<file path="config.mk">
export PLATFORM = sky130hd
export DESIGN_NAME = arcade_io_port_block_core_flat
export DESIGN_NICKNAME = d
export VERILOG_FILES = /design/src/rtl/aiop_pkg.sv /design/src/rtl/aiop_access_if.sv /design/src/rtl/aiop_result_if.sv /design/src/rtl/aiop_sprite_ram.sv /design/src/rtl/aiop_port_decode.sv /design/src/rtl/arcade_io_port_block_core.sv /design/src/flat_wrapper.sv
export SDC_FILE = /design/constraint.sdc
export NUM_CORES = 1
export LEC_CHECK = 0
export BUFFER_PORTS_ARGS = -buffer_cell sky130_fd_sc_hd__buf_2
export CELL_PAD_IN_SITES_DETAIL_PLACEMENT = 1
export CELL_PAD_IN_SITES_GLOBAL_PLACEMENT = 1
export CORE_MARGIN = 10
export CORE_UTILIZATION = 48
export CTS_BUF_LIST = sky130_fd_sc_hd__clkbuf_16
export CTS_CLUSTER_SIZE = 25
export DETAILED_ROUTE_END_ITERATION = 10
export PLACE_DENSITY = 0.83
export SETUP_SLACK_MARGIN = 0.1
export SYNTH_ARGS = -nofsm -noshare
export SYNTH_HDL_FRONTEND = slang
export SYNTH_HIERARCHICAL = 1
export SYNTH_SLANG_ARGS = --single-unit
</file>
<file path="constraint.sdc">
create_clock -name clk -period 2.9 [get_ports clk]
set_input_delay 0.145 -clock clk [delete_from_list [all_inputs] [get_ports clk]]
set_output_delay 0.145 -clock clk [all_outputs]
set_load 0.01 [all_outputs]
</file>
<file path="src/rtl/aiop_pkg.sv">
// Shared constants and types for the arcade I/O port block.
package aiop_pkg;

    localparam logic [1:0] ACT_READ  = 2'd0;
    localparam logic [1:0] ACT_WRITE = 2'd1;
    localparam logic [1:0] ACT_FETCH = 2'd2;
    localparam logic [1:0] ACT_IDLE  = 2'd3;

    localparam logic [7:0] PORT_DIP      = 8'h00;
    localparam logic [7:0] PORT_JOYSTICK = 8'h01;
    localparam logic [2:0] PORT_SPRITE_PAGE = 3'b001;
    localparam logic [7:0] PORT_SOUND    = 8'h40;
    localparam logic [7:0] PORT_VIDEO    = 8'h80;

    localparam logic [7:0] DIP_RESET = 8'd101;

    localparam int SPRITE_DEPTH = 32;
    localparam int SPRITE_AW    = 5;

    typedef struct packed {
        logic       dac;
        logic       bank;
        logic [2:0] scroll;
        logic       flip;
        logic       irq;
    } video_t;

    typedef struct packed {
        logic                 wr_en;
        logic                 rd_en;
        logic [SPRITE_AW-1:0] addr;
        logic [7:0]           wdata;
    } mem_req_t;

    typedef struct packed {
        logic       fetch;
        logic [7:0] rd_byte;
        logic [5:0] starts;
    } dec_t;

endpackage

</file>
<file path="src/rtl/aiop_access_if.sv">
// Bus access channel interface.
interface aiop_access_if;
    logic       valid;
    logic       ready;
    logic [1:0] action;
    logic [7:0] port;
    logic [7:0] data;
    logic [7:0] joystick;
    logic [2:0] sample_busy;

    modport source (output valid, action, port, data, joystick, sample_busy, input ready);
    modport sink   (input valid, action, port, data, joystick, sample_busy, output ready);
endinterface

</file>
<file path="src/rtl/aiop_result_if.sv">
// Access result channel interface.
interface aiop_result_if;
    logic       valid;
    logic       ready;
    logic [7:0] read_data;
    logic [5:0] sample_start;
    logic       dac_level;
    logic       palette_bank;
    logic [2:0] scroll_rows;
    logic       flip_screen;
    logic       irq_enable;

    modport source (output valid, read_data, sample_start, dac_level, palette_bank,
                    scroll_rows, flip_screen, irq_enable, input ready);
    modport sink   (input valid, read_data, sample_start, dac_level, palette_bank,
                    scroll_rows, flip_screen, irq_enable, output ready);
endinterface

</file>
<file path="src/rtl/aiop_sprite_ram.sv">
// Sprite RAM: 32 x 8 synchronous memory with per-entry written flags.
module aiop_sprite_ram
(
    input  logic               clk,
    input  logic               rst_n,
    input  aiop_pkg::mem_req_t req,
    output logic [7:0]         rd_data
);

    logic [7:0]                        mem [aiop_pkg::SPRITE_DEPTH];
    logic [aiop_pkg::SPRITE_DEPTH-1:0] written_reg;
    logic [7:0]                        rd_q_reg;
    logic                              rd_hit_reg;

    always_ff @(posedge clk)
    begin
        if (req.wr_en)
        begin
            mem[req.addr] <= req.wdata;
        end
        if (req.rd_en)
        begin
            rd_q_reg <= mem[req.addr];
        end
    end

    always_ff @(posedge clk or negedge rst_n)
    begin
        if (!rst_n)
        begin
            written_reg <= '0;
            rd_hit_reg  <= 1'b0;
        end
        else
        begin
            if (req.wr_en)
            begin
                written_reg[req.addr] <= 1'b1;
            end
            if (req.rd_en)
            begin
                rd_hit_reg <= written_reg[req.addr];
            end
        end
    end

    assign rd_data = rd_hit_reg ? rd_q_reg : 8'h00;

endmodule

</file>
<file path="src/rtl/aiop_port_decode.sv">
// Port decoder and control registers for sound, video and DIP byte.
module aiop_port_decode
(
    input  logic               clk,
    input  logic               rst_n,
    input  logic               accept,
    input  logic [1:0]         action,
    input  logic [7:0]         port,
    input  logic [7:0]         data,
    input  logic [7:0]         joystick,
    input  logic [2:0]         sample_busy,
    input  logic               cfg_we,
    input  logic [7:0]         cfg_wdata,
    output aiop_pkg::mem_req_t mem_req,
    output aiop_pkg::dec_t     dec,
    output aiop_pkg::video_t   video
);

    function automatic logic [5:0] sound_starts(input logic [7:0] d, input logic [2:0] busy);
        logic [5:0] s;
        s[0] = d[1];
        s[1] = d[2];
        s[2] = d[3] & ~busy[0];
        s[3] = d[4] & ~busy[1];
        s[4] = d[5];
        s[5] = d[6] & ~busy[2];
        return s;
    endfunction

    logic [7:0]       dip_reg;
    logic [7:0]       last_sound_reg;
    aiop_pkg::video_t video_reg;
    aiop_pkg::video_t video_next;
    logic             is_read;
    logic             is_write;
    logic             is_fetch;
    logic             sprite_hit;
    logic             sound_hit;
    logic             video_hit;

    assign is_read    = (action == aiop_pkg::ACT_READ);
    assign is_write   = (action == aiop_pkg::ACT_WRITE);
    assign is_fetch   = (action == aiop_pkg::ACT_FETCH);
    assign sprite_hit = (port[7:5] == aiop_pkg::PORT_SPRITE_PAGE);
    assign sound_hit  = (port == aiop_pkg::PORT_SOUND);
    assign video_hit  = (port == aiop_pkg::PORT_VIDEO);

    assign mem_req.wr_en = accept && is_write && sprite_hit;
    assign mem_req.rd_en = accept && is_fetch;
    assign mem_req.addr  = port[aiop_pkg::SPRITE_AW-1:0];
    assign mem_req.wdata = data;

    always_comb
    begin
        dec.fetch   = is_fetch;
        dec.rd_byte = 8'h00;
        dec.starts  = 6'h00;
        if (is_read)
        begin
            if (port == aiop_pkg::PORT_DIP)
            begin
                dec.rd_byte = dip_reg;
            end
            else if (port == aiop_pkg::PORT_JOYSTICK)
            begin
                dec.rd_byte = ~joystick;
            end
        end
        if (is_write && sound_hit && (data != last_sound_reg))
        begin
            dec.starts = sound_starts(data, sample_busy);
        end
    end

    always_comb
    begin
        video_next = video_reg;
        if (accept && is_write && sound_hit)
        begin
            video_next.dac = data[7];
        end
        if (accept && is_write && video_hit)
        begin
            video_next.bank   = data[6];
            video_next.scroll = data[5:3];
            video_next.flip   = data[7];
            video_next.irq    = data[2];
        end
    end

    always_ff @(posedge clk or negedge rst_n)
    begin
        if (!rst_n)
        begin
            dip_reg        <= aiop_pkg::DIP_RESET;
            last_sound_reg <= 8'h00;
            video_reg      <= '0;
        end
        else
        begin
            if (cfg_we)
            begin
                dip_reg <= cfg_wdata;
            end
            if (accept && is_write && sound_hit)
            begin
                last_sound_reg <= data;
            end
            video_reg <= video_next;
        end
    end

    assign video = video_reg;

endmodule

</file>
<file path="src/rtl/arcade_io_port_block_core.sv">
// Top level of the arcade I/O port block.
//
//  channel   dir   handshake      payload
//  access    in    valid/ready    action, port, data, joystick, sample_busy
//  result    out   valid/ready    read_data, sample_start, dac_level, palette_bank,
//                                 scroll_rows, flip_screen, irq_enable
//  config    in    cfg_we         cfg_wdata (DIP byte)
//
// An access issues the sprite RAM read or write and updates the control registers
// on acceptance; the registered RAM read data then goes to the result register,
// which lets a new access in while a result waits. One access is in flight at a
// time. Reset sets the DIP byte to DIP_RESET and clears the other control
// registers and the sprite RAM written flags at once.
module arcade_io_port_block_core
(
    input  logic                clk,
    input  logic                rst_n,
    aiop_access_if.sink         access,
    aiop_result_if.source       result,
    input  logic                cfg_we,
    input  logic [7:0]          cfg_wdata
);

    logic               accept;
    logic               pend_reg;
    aiop_pkg::dec_t     pend_dec_reg;
    aiop_pkg::mem_req_t mem_req;
    aiop_pkg::dec_t     dec;
    aiop_pkg::video_t   video;
    logic [7:0]         ram_rd_data;
    logic               out_free;
    logic               load_out;
    logic               out_valid_reg;
    logic [7:0]         out_read_data_reg;
    logic [5:0]         out_starts_reg;
    aiop_pkg::video_t   out_video_reg;

    assign access.ready = !pend_reg;
    assign accept       = access.valid && access.ready;
    assign out_free     = !out_valid_reg || result.ready;
    assign load_out     = pend_reg && out_free;

    aiop_port_decode u_decode
    (
        .clk         (clk),
        .rst_n       (rst_n),
        .accept      (accept),
        .action      (access.action),
        .port        (access.port),
        .data        (access.data),
        .joystick    (access.joystick),
        .sample_busy (access.sample_busy),
        .cfg_we      (cfg_we),
        .cfg_wdata   (cfg_wdata),
        .mem_req     (mem_req),
        .dec         (dec),
        .video       (video)
    );

    aiop_sprite_ram u_ram
    (
        .clk     (clk),
        .rst_n   (rst_n),
        .req     (mem_req),
        .rd_data (ram_rd_data)
    );

    always_ff @(posedge clk)
    begin
        if (accept)
        begin
            pend_dec_reg <= dec;
        end
        if (load_out)
        begin
            out_read_data_reg <= pend_dec_reg.fetch ? ram_rd_data : pend_dec_reg.rd_byte;
            out_starts_reg    <= pend_dec_reg.starts;
            out_video_reg     <= video;
        end
    end

    always_ff @(posedge clk or negedge rst_n)
    begin
        if (!rst_n)
        begin
            pend_reg      <= 1'b0;
            out_valid_reg <= 1'b0;
        end
        else
        begin
            if (accept)
            begin
                pend_reg <= 1'b1;
            end
            else if (load_out)
            begin
                pend_reg <= 1'b0;
            end
            if (load_out)
            begin
                out_valid_reg <= 1'b1;
            end
            else if (result.ready)
            begin
                out_valid_reg <= 1'b0;
            end
        end
    end

    assign result.valid        = out_valid_reg;
    assign result.read_data    = out_read_data_reg;
    assign result.sample_start = out_starts_reg;
    assign result.dac_level    = out_video_reg.dac;
    assign result.palette_bank = out_video_reg.bank;
    assign result.scroll_rows  = out_video_reg.scroll;
    assign result.flip_screen  = out_video_reg.flip;
    assign result.irq_enable   = out_video_reg.irq;

endmodule

</file>
<file path="src/flat_wrapper.sv">
// flat-port wrapper written by rule: the top's interface ports become plain ports
module arcade_io_port_block_core_flat 
  (clk, rst_n, cfg_we, cfg_wdata, access_valid, access_action, access_port, access_data, access_joystick, access_sample_busy, access_ready, result_valid, result_read_data, result_sample_start, result_dac_level, result_palette_bank, result_scroll_rows, result_flip_screen, result_irq_enable, result_ready);
  aiop_access_if access_i ();
  aiop_result_if result_i ();
  input  logic clk;
  input  logic rst_n;
  input  logic cfg_we;
  input  logic [7:0] cfg_wdata;
  input wire logic [$bits(access_i.valid)-1:0] access_valid;
  input wire logic [$bits(access_i.action)-1:0] access_action;
  input wire logic [$bits(access_i.port)-1:0] access_port;
  input wire logic [$bits(access_i.data)-1:0] access_data;
  input wire logic [$bits(access_i.joystick)-1:0] access_joystick;
  input wire logic [$bits(access_i.sample_busy)-1:0] access_sample_busy;
  output wire logic [$bits(access_i.ready)-1:0] access_ready;
  output wire logic [$bits(result_i.valid)-1:0] result_valid;
  output wire logic [$bits(result_i.read_data)-1:0] result_read_data;
  output wire logic [$bits(result_i.sample_start)-1:0] result_sample_start;
  output wire logic [$bits(result_i.dac_level)-1:0] result_dac_level;
  output wire logic [$bits(result_i.palette_bank)-1:0] result_palette_bank;
  output wire logic [$bits(result_i.scroll_rows)-1:0] result_scroll_rows;
  output wire logic [$bits(result_i.flip_screen)-1:0] result_flip_screen;
  output wire logic [$bits(result_i.irq_enable)-1:0] result_irq_enable;
  input wire logic [$bits(result_i.ready)-1:0] result_ready;
  assign access_i.valid = access_valid;
  assign access_i.action = access_action;
  assign access_i.port = access_port;
  assign access_i.data = access_data;
  assign access_i.joystick = access_joystick;
  assign access_i.sample_busy = access_sample_busy;
  assign access_ready = access_i.ready;
  assign result_valid = result_i.valid;
  assign result_read_data = result_i.read_data;
  assign result_sample_start = result_i.sample_start;
  assign result_dac_level = result_i.dac_level;
  assign result_palette_bank = result_i.palette_bank;
  assign result_scroll_rows = result_i.scroll_rows;
  assign result_flip_screen = result_i.flip_screen;
  assign result_irq_enable = result_i.irq_enable;
  assign result_i.ready = result_ready;
  arcade_io_port_block_core u_core (.clk(clk), .rst_n(rst_n), .access(access_i), .result(result_i), .cfg_we(cfg_we), .cfg_wdata(cfg_wdata));
endmodule
</file>
==> results of run 1 <==
cells by family (layout without fill, tap and decap cells):
group	Yosys count	in the layout
buffers and inverters	56	205
xor gates and xnor gates	8	8
DFF	357	357
AOI/OAI and AO/OA	43	43
muxes	110	110
and+or+nand+nor	138	138
power groups by stage:
stage	Combinational, uW	Sequential (uW)	Clock (uW)
after floorplan	361	5830	0
after global placement	599	5820	0
after detailed placement	626	5830	0
after CTS	644	5720	4490
after global routing	689	5730	4710
final	642	5720	4430
metrics by stage:
stage          total power [uW]  hold slack [ns]  cells  utilization (%)  setup slack, ns
3_5_place_dp               6450            0.303   1164             51.9            0.535
5_1_grt                   11100           0.0450   1245             56.3            0.489
3_3_place_gp               6410            0.290   1164             51.9            0.557
2_1_floorplan              6190           -0.151    712                -            0.200
6_report                  10800           0.0435   1245             56.3            0.565
4_1_cts                   10900           0.0264   1245             56.3            0.574
layer usage:
layer	vias to the layer above	global-route usage (%)
li1	3058	-
met4	0	6.82
met3	73	4.41
met5	-	0
met2	329	33.6
met1	3948	24.6
layout by cell type, fill, tap and decap left out, drive strengths merged, types with 8 or more instances in the layout:
cell / netlist / final
xor2: 8 / 8
or2: 33 / 33
nor2: 44 / 44
a22oi: 34 / 34
inv: 14 / 26
mux2: 30 / 30
clkbuf: 4 / 39
edfxtp: 300 / 300
and2: 10 / 10
buf: 38 / 110
nand4: 13 / 13
mux4: 72 / 72
clkinv: 0 / 16
mux2i: 8 / 8
dfrtp: 53 / 53
dlygate4sd3: 0 / 13
worst max-delay path by stage:
stage                    startpoint                        to  slack, ns
finish              u_core/pend_reg   u_core/u_ram/mem[12][0]       0.56
detailed placement   access_port[0]  u_core/u_ram/rd_q_reg[5]       0.53
global route        u_core/pend_reg   u_core/u_ram/mem[12][0]       0.49
floorplan           u_core/pend_reg   u_core/u_ram/mem[24][0]       0.20
CTS                 u_core/pend_reg   u_core/u_ram/mem[12][7]       0.57
global placement     access_port[0]  u_core/u_ram/rd_q_reg[5]       0.56
worst max-delay path, cell delays in order, from the launching register on:
cell	delay [ns]
dfrtp_1	0.40
nor2b_2	0.14
and4_1	0.30
or3b_2	0.62
nor2_1	0.34
buf_4	0.23
area by class of cell:
type | instances | area, um2
sequential | 357 | 10400
clock buffer | 39 | 976
clock inverter | 29 | 153
inverter | 14 | 52.6
multi-input combinational | 299 | 3300
fill | 2542 | 12600
tap | 384 | 480
timing repair buffer | 123 | 838
repair_timing:
item,4_1_cts,5_1_grt
endpoints found under the hold margin,40,0
endpoints found under the setup margin,0,0
hold buffers,13,0
==> results_dict.tcl, run 1 <==
set metrics [dict create \
    status "completed" \
    hold_path.class "input pin to flip-flop" \
    antenna_cells 0 \
    synth-xor-area-share_pct 0.498 \
    grt_pass1_wl_mm 53.5 \
    grt_overflow 0 \
    via_count 7408 \
    p_int_uw 8450 \
    clockBufferDepth 3 \
    layout_min_cycle_time_ns 2.34 \
    r2r_setup_slack_ns 0.56 \
    tightest_slew_ns 1.05 \
    met3_length_mm 2.60 \
    synth_top_family_by_area "multiplexers" \
    finalSetupViolCount 0 \
    synth_cell_types 45 \
    p_leak_uw 0.00593 \
    port_buffers 64 \
    grt_max_degree 46 \
    synthAdderAreaFrac_pct 0 \
    area_growth_syn_to_layout_pct 15.4 \
    synthSimpleGateAreaFrac_pct 5.80 \
    met1Wirelength_mm 14.2 \
    path_class "flip-flop to flip-flop" \
    async_reset_ff_share_pct 16.0 \
    dieArea_mm2 0.0366 \
    yosysTopAreaCell "edfxtp_1" \
    fp-row-count 62 \
    drc 0 \
    synth_edf_count 300 \
    end_kind "flip-flop" \
    holdPathEnd "u_core/u_decode/dip_reg[7]" \
    p_switching_uw 2350 \
    drt_pass1_iterations 6 \
    path_clk_slew_ns 0.07 \
    min_path_cells 2 \
    core_area_mm2 0.0289 \
    antenna_found_initial 0 \
    pwr-share-comb_pct 5.9 \
    cts_tree "built" \
    reg2regPathDepth 5 \
    postSynthAreaPerCell_um2 19.8 \
    ioPinCount 65 \
    hold_viol_final 0 \
    syn-cell-area_mm2 0.0141 \
    yosysTopAreaCellShare_pct 64.0 \
    cts_resized 0 \
    p_per_area_mw_per_mm2 665 \
    post_drt_via_cell_ratio 5.95 \
    synth_common_cells "300 x edfxtp_1, 69 x mux4_2, 53 x dfrtp_1" \
    dp_hpwl_mm 22.6 \
    start_util_pct 48.8 \
    wl_per_cell_um 29.0 \
    fin_setup_tns_ns 0 \
    synth_seq_cells 357 \
    drt_iter0_markers 674 \
    clock_skew_ns 0.0261 \
    wirelength_mm 36.1 \
    max_freq_ghz 0.428 \
    fp.dieW_um 191 \
    max-cap-violations 0 \
    synth-compound-area-share_pct 2.35 \
    largest_reg_flops 256 \
    worstSetupStartpointType "flip-flop" \
    sequentialPowerShare_pct 53.0 \
    top_layer "met4" \
    cp.arrival_ns 2.57 \
    rsz0062_at_grt "false" \
    vdd_drop_max_uv 348 \
    placed_area_mm2 0.0150 \
    p_clk_share_pct 41.0 \
    ant_nets 0 \
    fin_nets 874 \
    cts_sinks 357 \
    synth_area_leaders "edfxtp_1 64%, mux4_2 11%, dfrtp_1 9.4%" \
    synthMuxAreaShare_pct 14.8 \
    final_area_mm2 0.0162 \
    cts_setup_buffers 0 \
    cts-root-buf "clkbuf_16" \
    finalMaxSlewViolations 0 \
    crit_fanout 8 \
    min_from "cfg_we" \
    ys.flop_type "edfxtp_1" \
    synth_warnings 6 \
    relSlewSlack_pct 29.3 \
    rr_startpoint "u_core/pend_reg" \
    swShare_pct 21.8 \
    worst_ep_required_time_ns 3.13 \
    clock_latency_ns 0.53 \
    wl_met2_mm 18.2 \
    grt_pass1_vias 8017 \
    grt_use_total_pct 19.8 \
    synth_seq_area_share_pct 74.2 \
    synth.most_common_cell "edfxtp_1" \
    syn-num-nets 754 \
    cts_buffers 37 \
    timing.rr.end "u_core/u_ram/mem[12][0]" \
    drive_gt1_share_pct 35.4 \
    syn_inst 712 \
    h-tree-depth 2 \
    period_share_pct 80.5 \
    fp.dieH_um 191 \
    gp_congestion 0.814 \
]
Power figures use the tool's default switching activity.
==> inputs of run 2 (changes only) <==
==> constraint.sdc (replaced) <==
create_clock -name clk -period 2 [get_ports clk]
set_input_delay 0.1 -clock clk [delete_from_list [all_inputs] [get_ports clk]]
set_output_delay 0.1 -clock clk [all_outputs]
set_load 0.01 [all_outputs]
==> run 2 against run 1 <==
  * Clock power increased by 45%
  * Worst hold slack got worse by 0.024 ns
  * Cell count increased by 3.5%
  * Setup slack got worse by 0.56 ns
  * Via count rose by 6.4%
  * Sequential share of layout area decreased by 2.8 points
  * Register-to-register slack worse by 0.56 ns
  * Clock skew about the same
  * Core utilization up 2.5 points
  * Non-clock buffer count is 41 higher
  * Largest power group unchanged
  * Highest routed layer unchanged
==> results_dict.tcl, run 2 (synthesis gave the netlist of run 1 again) <==
set metrics [dict create \
    ant_nets 0 \
    antenna_found_initial 0 \
    grt_overflow 0 \
    end_kind "flip-flop" \
    grt_use_met3_pct 3.70 \
    cts_tree "built" \
    placed_area_mm2 0.0153 \
    core_area_mm2 0.0289 \
    hold_path.class "input pin to flip-flop" \
    place_worst_setup_slack_ns -0.0158 \
    timing.rr.end "u_core/u_ram/mem[20][1]" \
    dp_hpwl_mm 23.6 \
    cts-root-buf "clkbuf_16" \
    crit_slowest_cell "or3b_4" \
    hold_viol_final 0 \
    clockBufferDepth 3 \
    path_class "flip-flop to flip-flop" \
    final_area_mm2 0.0170 \
    post_drt_via_cell_ratio 6.12 \
    p_per_area_mw_per_mm2 929 \
    worstSetupEndpoint "u_core/u_ram/mem[20][1]" \
    dp_cells 1183 \
    area_growth_syn_to_layout_pct 20.6 \
    max-cap-violations 0 \
    cp.arrival_ns 2.23 \
    relSlewSlack_pct 23.9 \
    drive_gt1_share_pct 41.5 \
    grtUsageMet2_pct 34.8 \
    grt_pass1_vias 8354 \
    drt_pass1_iterations 5 \
    layout_min_cycle_time_ns 2.00 \
    worstSetupStartpointType "flip-flop" \
    ioPinCount 65 \
    dieArea_mm2 0.0366 \
    grt_pass1_wl_mm 56.6 \
    sequentialPowerShare_pct 52.7 \
    tightest_slew_ns 1.13 \
    port_buffers 64 \
    fp.dieH_um 191 \
    layoutNonFillerInstCount 1288 \
    finalMaxSlewViolations 0 \
    antenna_cells 0 \
    layout_setup_ws_ns 0.00273 \
    vdd_drop_max_uv 451 \
    finalSetupViolCount 0 \
    p_clk_share_pct 40.7 \
    critPathLaunch "u_core/pend_reg" \
    cp_cell_sequence "nor2b_4 -> and4_4 -> or3b_4 -> nor2_4 -> buf_4" \
    cp_num_cells 5 \
    wl_per_cell_um 30.5 \
    drt_iter0_markers 928 \
    via_count 7879 \
    fp-row-count 62 \
    fin_setup_tns_ns 0 \
    status "completed" \
    wirelength_mm 39.3 \
    grt.busiest_layer "met2" \
    period_share_pct 99.9 \
    gp_congestion 0.835 \
    p_int_uw 12300 \
    pwr-share-comb_pct 6.6 \
    rr_startpoint "u_core/pend_reg" \
    crit_fanout 5 \
    r2r_setup_slack_ns 0.003 \
    cts_sinks 357 \
    final_cell_mix "300 x edfxtp_1, 69 x mux4_2, 63 x buf_2" \
    p_leak_uw 0.00621 \
    rsz0062_at_grt "true" \
    h-tree-depth 2 \
    grt_max_degree 36 \
    clock_latency_ns 0.53 \
    swShare_pct 22.0 \
    p_switching_uw 3470 \
    grt.met1_usage_pct 26.8 \
    total_power_uw 15800 \
    cp.buffers_inverters 1 \
    worst_ep_required_time_ns 2.24 \
    max_freq_ghz 0.501 \
    final_common_cell "edfxtp_1" \
    slowest_delay_ns 0.53 \
    cts_buffers 37 \
    fp.dieW_um 191 \
    path_clk_slew_ns 0.06 \
    fin_nets 917 \
    fillers 2508 \
    clock_skew_ns 0.0259 \
    reg2regPathDepth 5 \
    drc 0 \
    crit_family "simple AND/OR/NAND/NOR gates" \
    grt_use_total_pct 20.8 \
    largest_reg_flops 256 \
    start_util_pct 48.8 \
]
## run 2: through the flow
| stage | hold slack (ns) | util, % |
|---|---|---|
| floorplan | -0.196 | - |
| global placement | 0.198 | 53.0 |
| detailed placement | 0.204 | 53.0 |
| CTS | 0.00617 | 57.9 |
| global route | 0.0219 | 58.8 |
| finish | 0.0193 | 58.8 |
## run 2: cell type report
type,instances,area [um2],share of cell area (%)
multi-input cells,301,3500,20.6
repair buffers,164,1370,8.07
inverters,14,52.6,0.310
clock inverters,29,155,0.914
clock buffers,39,976,5.75
flip-flops and latches,357,10400,61.5
well taps,384,480,2.83
## run 2: worst reg2reg max path: stages, from the launching register on
cell	delay [ns]
dfrtp_1	0.42
nor2b_4	0.13
and4_4	0.26
or3b_4	0.53
nor2_4	0.20
buf_4	0.16
## run 2: worst min-delay path by stage
| stage | cells after the start | to | start | slack (ns) |
|---|---|---|---|---|
| 2_1_floorplan | 0 | u_core/pend_reg | rst_n | -0.20 |
| 3_3_place_gp | 1 | u_core/u_ram/written_reg[12] | rst_n | 0.20 |
| 3_5_place_dp | 1 | u_core/u_ram/written_reg[12] | rst_n | 0.20 |
| 4_1_cts | 2 | u_core/u_decode/dip_reg[1] | cfg_we | 0.006 |
| 5_1_grt | 2 | u_core/u_decode/dip_reg[6] | cfg_we | 0.02 |
| 6_report | 2 | u_core/u_decode/dip_reg[6] | cfg_we | 0.02 |
## run 2: routing by layer
metal  share of wire [%]  vias to the layer above
met1                  38                     4182
met3                 7.3                       88
met4                 3.6                        0
li1                    -                     3170
met5                   0                        -
met2                  51                      439
## run 2: timing repair
action,4_1_cts,5_1_grt
buffers inserted,9,4
hold buffers,14,0
resized for setup,13,44
hold endpoints to repair,33,0
setup endpoints to repair,135,208
pin swaps,6,8
gates cloned,2,8
## run 2: power by group through the flow
stage               logic (uW)  clock network (uW)  registers [uW]
global route              1100                6840            8310
finish                    1040                6420            8310
detailed placement         962                   0            8460
floorplan                  531                   0            8450
global placement           916                   0            8440
CTS                       1020                6500            8300
==> inputs of run 3 (changes only) <==
--- a/config.mk
+++ b/config.mk
@@ -8,6 +8,7 @@
 export BUFFER_PORTS_ARGS = -buffer_cell sky130_fd_sc_hd__buf_2
 export CELL_PAD_IN_SITES_DETAIL_PLACEMENT = 1
 export CELL_PAD_IN_SITES_GLOBAL_PLACEMENT = 1
+export CORE_ASPECT_RATIO = 0.7
 export CORE_MARGIN = 10
 export CORE_UTILIZATION = 48
 export CTS_BUF_LIST = sky130_fd_sc_hd__clkbuf_16
==> run 3 against run 2 <==
  * Global-route usage up 0.87 points
  * Wire length up 0.81%
  * Largest cell class unchanged
  * Largest power group unchanged
  * Count of clock-buffer cells in the layout down 2
  * Worst hold slack better by 0.017 ns
  * Critical path depth unchanged
  * Critical path type unchanged
  * Non-clock buffer count up 3
  * Core utilization down 0.70 points
  * Critical endpoint is now u_core/u_ram/mem[8][3]
==> results_dict.tcl, run 3 (synthesis gave the netlist of run 1 again) <==
set metrics [dict create \
    cts_tree "built" \
    fp-row-count 52 \
    grt.met1_usage_pct 29.0 \
    status "completed" \
    h-tree-depth 2 \
    p_per_area_mw_per_mm2 936 \
    drive_gt1_share_pct 39.6 \
    grt_pass1_wl_mm 57.7 \
    rsz0062_at_grt "true" \
    drt_pass1_iterations 5 \
    hold_viol_final 0 \
    grt_pass1_vias 8300 \
    post_drt_via_cell_ratio 6.11 \
    cts-root-buf "clkbuf_16" \
    period_share_pct 97.7 \
    crit_family "simple AND/OR/NAND/NOR gates" \
    grt_overflow 0 \
    cts_sinks 357 \
    area_growth_syn_to_layout_pct 19.3 \
    max-cap-violations 0 \
    hold_path.class "input pin to flip-flop" \
    layout_min_cycle_time_ns 1.95 \
    dieArea_mm2 0.0367 \
    ant_nets 0 \
    port_buffers 64 \
    relSlewSlack_pct 35.0 \
    antenna_found_initial 2 \
    fp.dieH_um 163 \
    gp_congestion 0.878 \
    crit_fanout 9 \
    vdd_drop_max_uv 805 \
    path_class "flip-flop to flip-flop" \
    clockBufferDepth 3 \
    crit_slowest_cell "or3b_4" \
    clock_skew_ns 0.0159 \
    p_leak_uw 0.00615 \
    cp.arrival_ns 2.19 \
    layoutNonFillerInstCount 1280 \
    cp.buffers_inverters 1 \
    wirelength_mm 39.7 \
    grt_use_met3_pct 5.29 \
    drt_iter0_markers 1099 \
    start_util_pct 48.7 \
    end_kind "flip-flop" \
    fillers 2524 \
    fp.dieW_um 225 \
    grt_max_degree 36 \
    largest_reg_flops 256 \
    ioPinCount 65 \
    max_freq_ghz 0.512 \
    whs_ns 0.0360 \
    cts_buffers 34 \
    grt.busiest_layer "met2" \
    core_area_mm2 0.0289 \
    finalMaxSlewViolations 0 \
    worstSetupStartpointType "flip-flop" \
    clock_latency_ns 0.53 \
    final_cell_mix "300 x edfxtp_1, 72 x buf_4, 69 x mux4_2" \
    path_clk_slew_ns 0.06 \
    slowest_delay_ns 0.52 \
    dp_hpwl_mm 24.5 \
    grt_use_total_pct 21.7 \
    tightest_slew_ns 0.967 \
    antenna_cells 0 \
    finalSetupViolCount 0 \
    fin_nets 919 \
    wl_per_cell_um 31.0 \
    final_util_pct 58.1 \
    drc 0 \
    dp_cells 1183 \
    grtUsageMet2_pct 35.2 \
    final_common_cell "edfxtp_1" \
    worst_ep_required_time_ns 2.24 \
    cp_cell_sequence "nor2b_4 -> and4_4 -> or3b_4 -> nor2_4 -> buf_12" \
    via_count 7827 \
]
## run 3: cell type report
| type | instances | area (um2) | share of cell area (%) |
|---|---|---|---|
| Tap cell | 378 | 473 | 2.82 |
| Timing Repair Buffer | 167 | 1300 | 7.76 |
| Inverter | 14 | 52.6 | 0.313 |
| Clock buffer | 37 | 926 | 5.51 |
| Sequential cell | 357 | 10400 | 62.2 |
| Multi-Input combinational cell | 303 | 3440 | 20.5 |
| Clock inverter | 24 | 153 | 0.909 |
## run 3: power by group
group          leakage (uW)  switching [uW]  internal (uW)
Combinational       0.00210             629            441
Clock              0.000567            2750           3590
Sequential          0.00349            78.2           8220
## run 3: worst paths after layout
kind                                              from                            end  slack [ns]  cells past startpoint
min in group asynchronous                        rst_n            u_core/result.valid        0.15                      2
max in group asynchronous                        rst_n    u_core/u_ram/written_reg[8]        1.20                      3
worst max-delay path                   u_core/pend_reg         u_core/u_ram/mem[8][3]        0.05                      5
worst min-delay path                access_joystick[3]         u_core/pend_dec_reg[9]        0.04                      4
worst min register to register  u_core/pend_dec_reg[5]  u_core/result.sample_start[5]        0.42                      0
worst max register to register         u_core/pend_reg         u_core/u_ram/mem[8][3]        0.05                      5
## run 3: routing by layer
metal	wire (um)	part of all wire, %	vias to the layer above
li1	-	-	3163
met1	15500	39	4169
met2	19600	50	427
met3	3760	9.5	64
met4	736	1.9	4
met5	23	0.058	-
## run 3: per-stage QoR
stage	total power, uW	setup slack [ns]	TNS (ns)	cell area (um2)
finish	15700	0.0466	0	16800
CTS	15700	0.0937	0	16700
floorplan	8980	-0.172	-36.11	14200
global route	16200	0.00555	0	16800
global placement	9390	0.0693	0	15300
detailed placement	9450	-0.0604	-1.94	15300
## run 3: what timing repair did
item	4_1_cts	5_1_grt
endpoints found under the hold margin	39	0
gates resized for setup	3	4
pin swaps	7	3
hold buffers	20	0
gates cloned	3	1
buffers inserted	9	3
setup endpoints to repair	72	53
## run 3: worst register-to-register path: stages, from the launching register on
cell and delay (ns):
dfrtp_1 0.42, nor2b_4 0.13, and4_4 0.27, or3b_4 0.52, nor2_4 0.18, buf_12 0.15
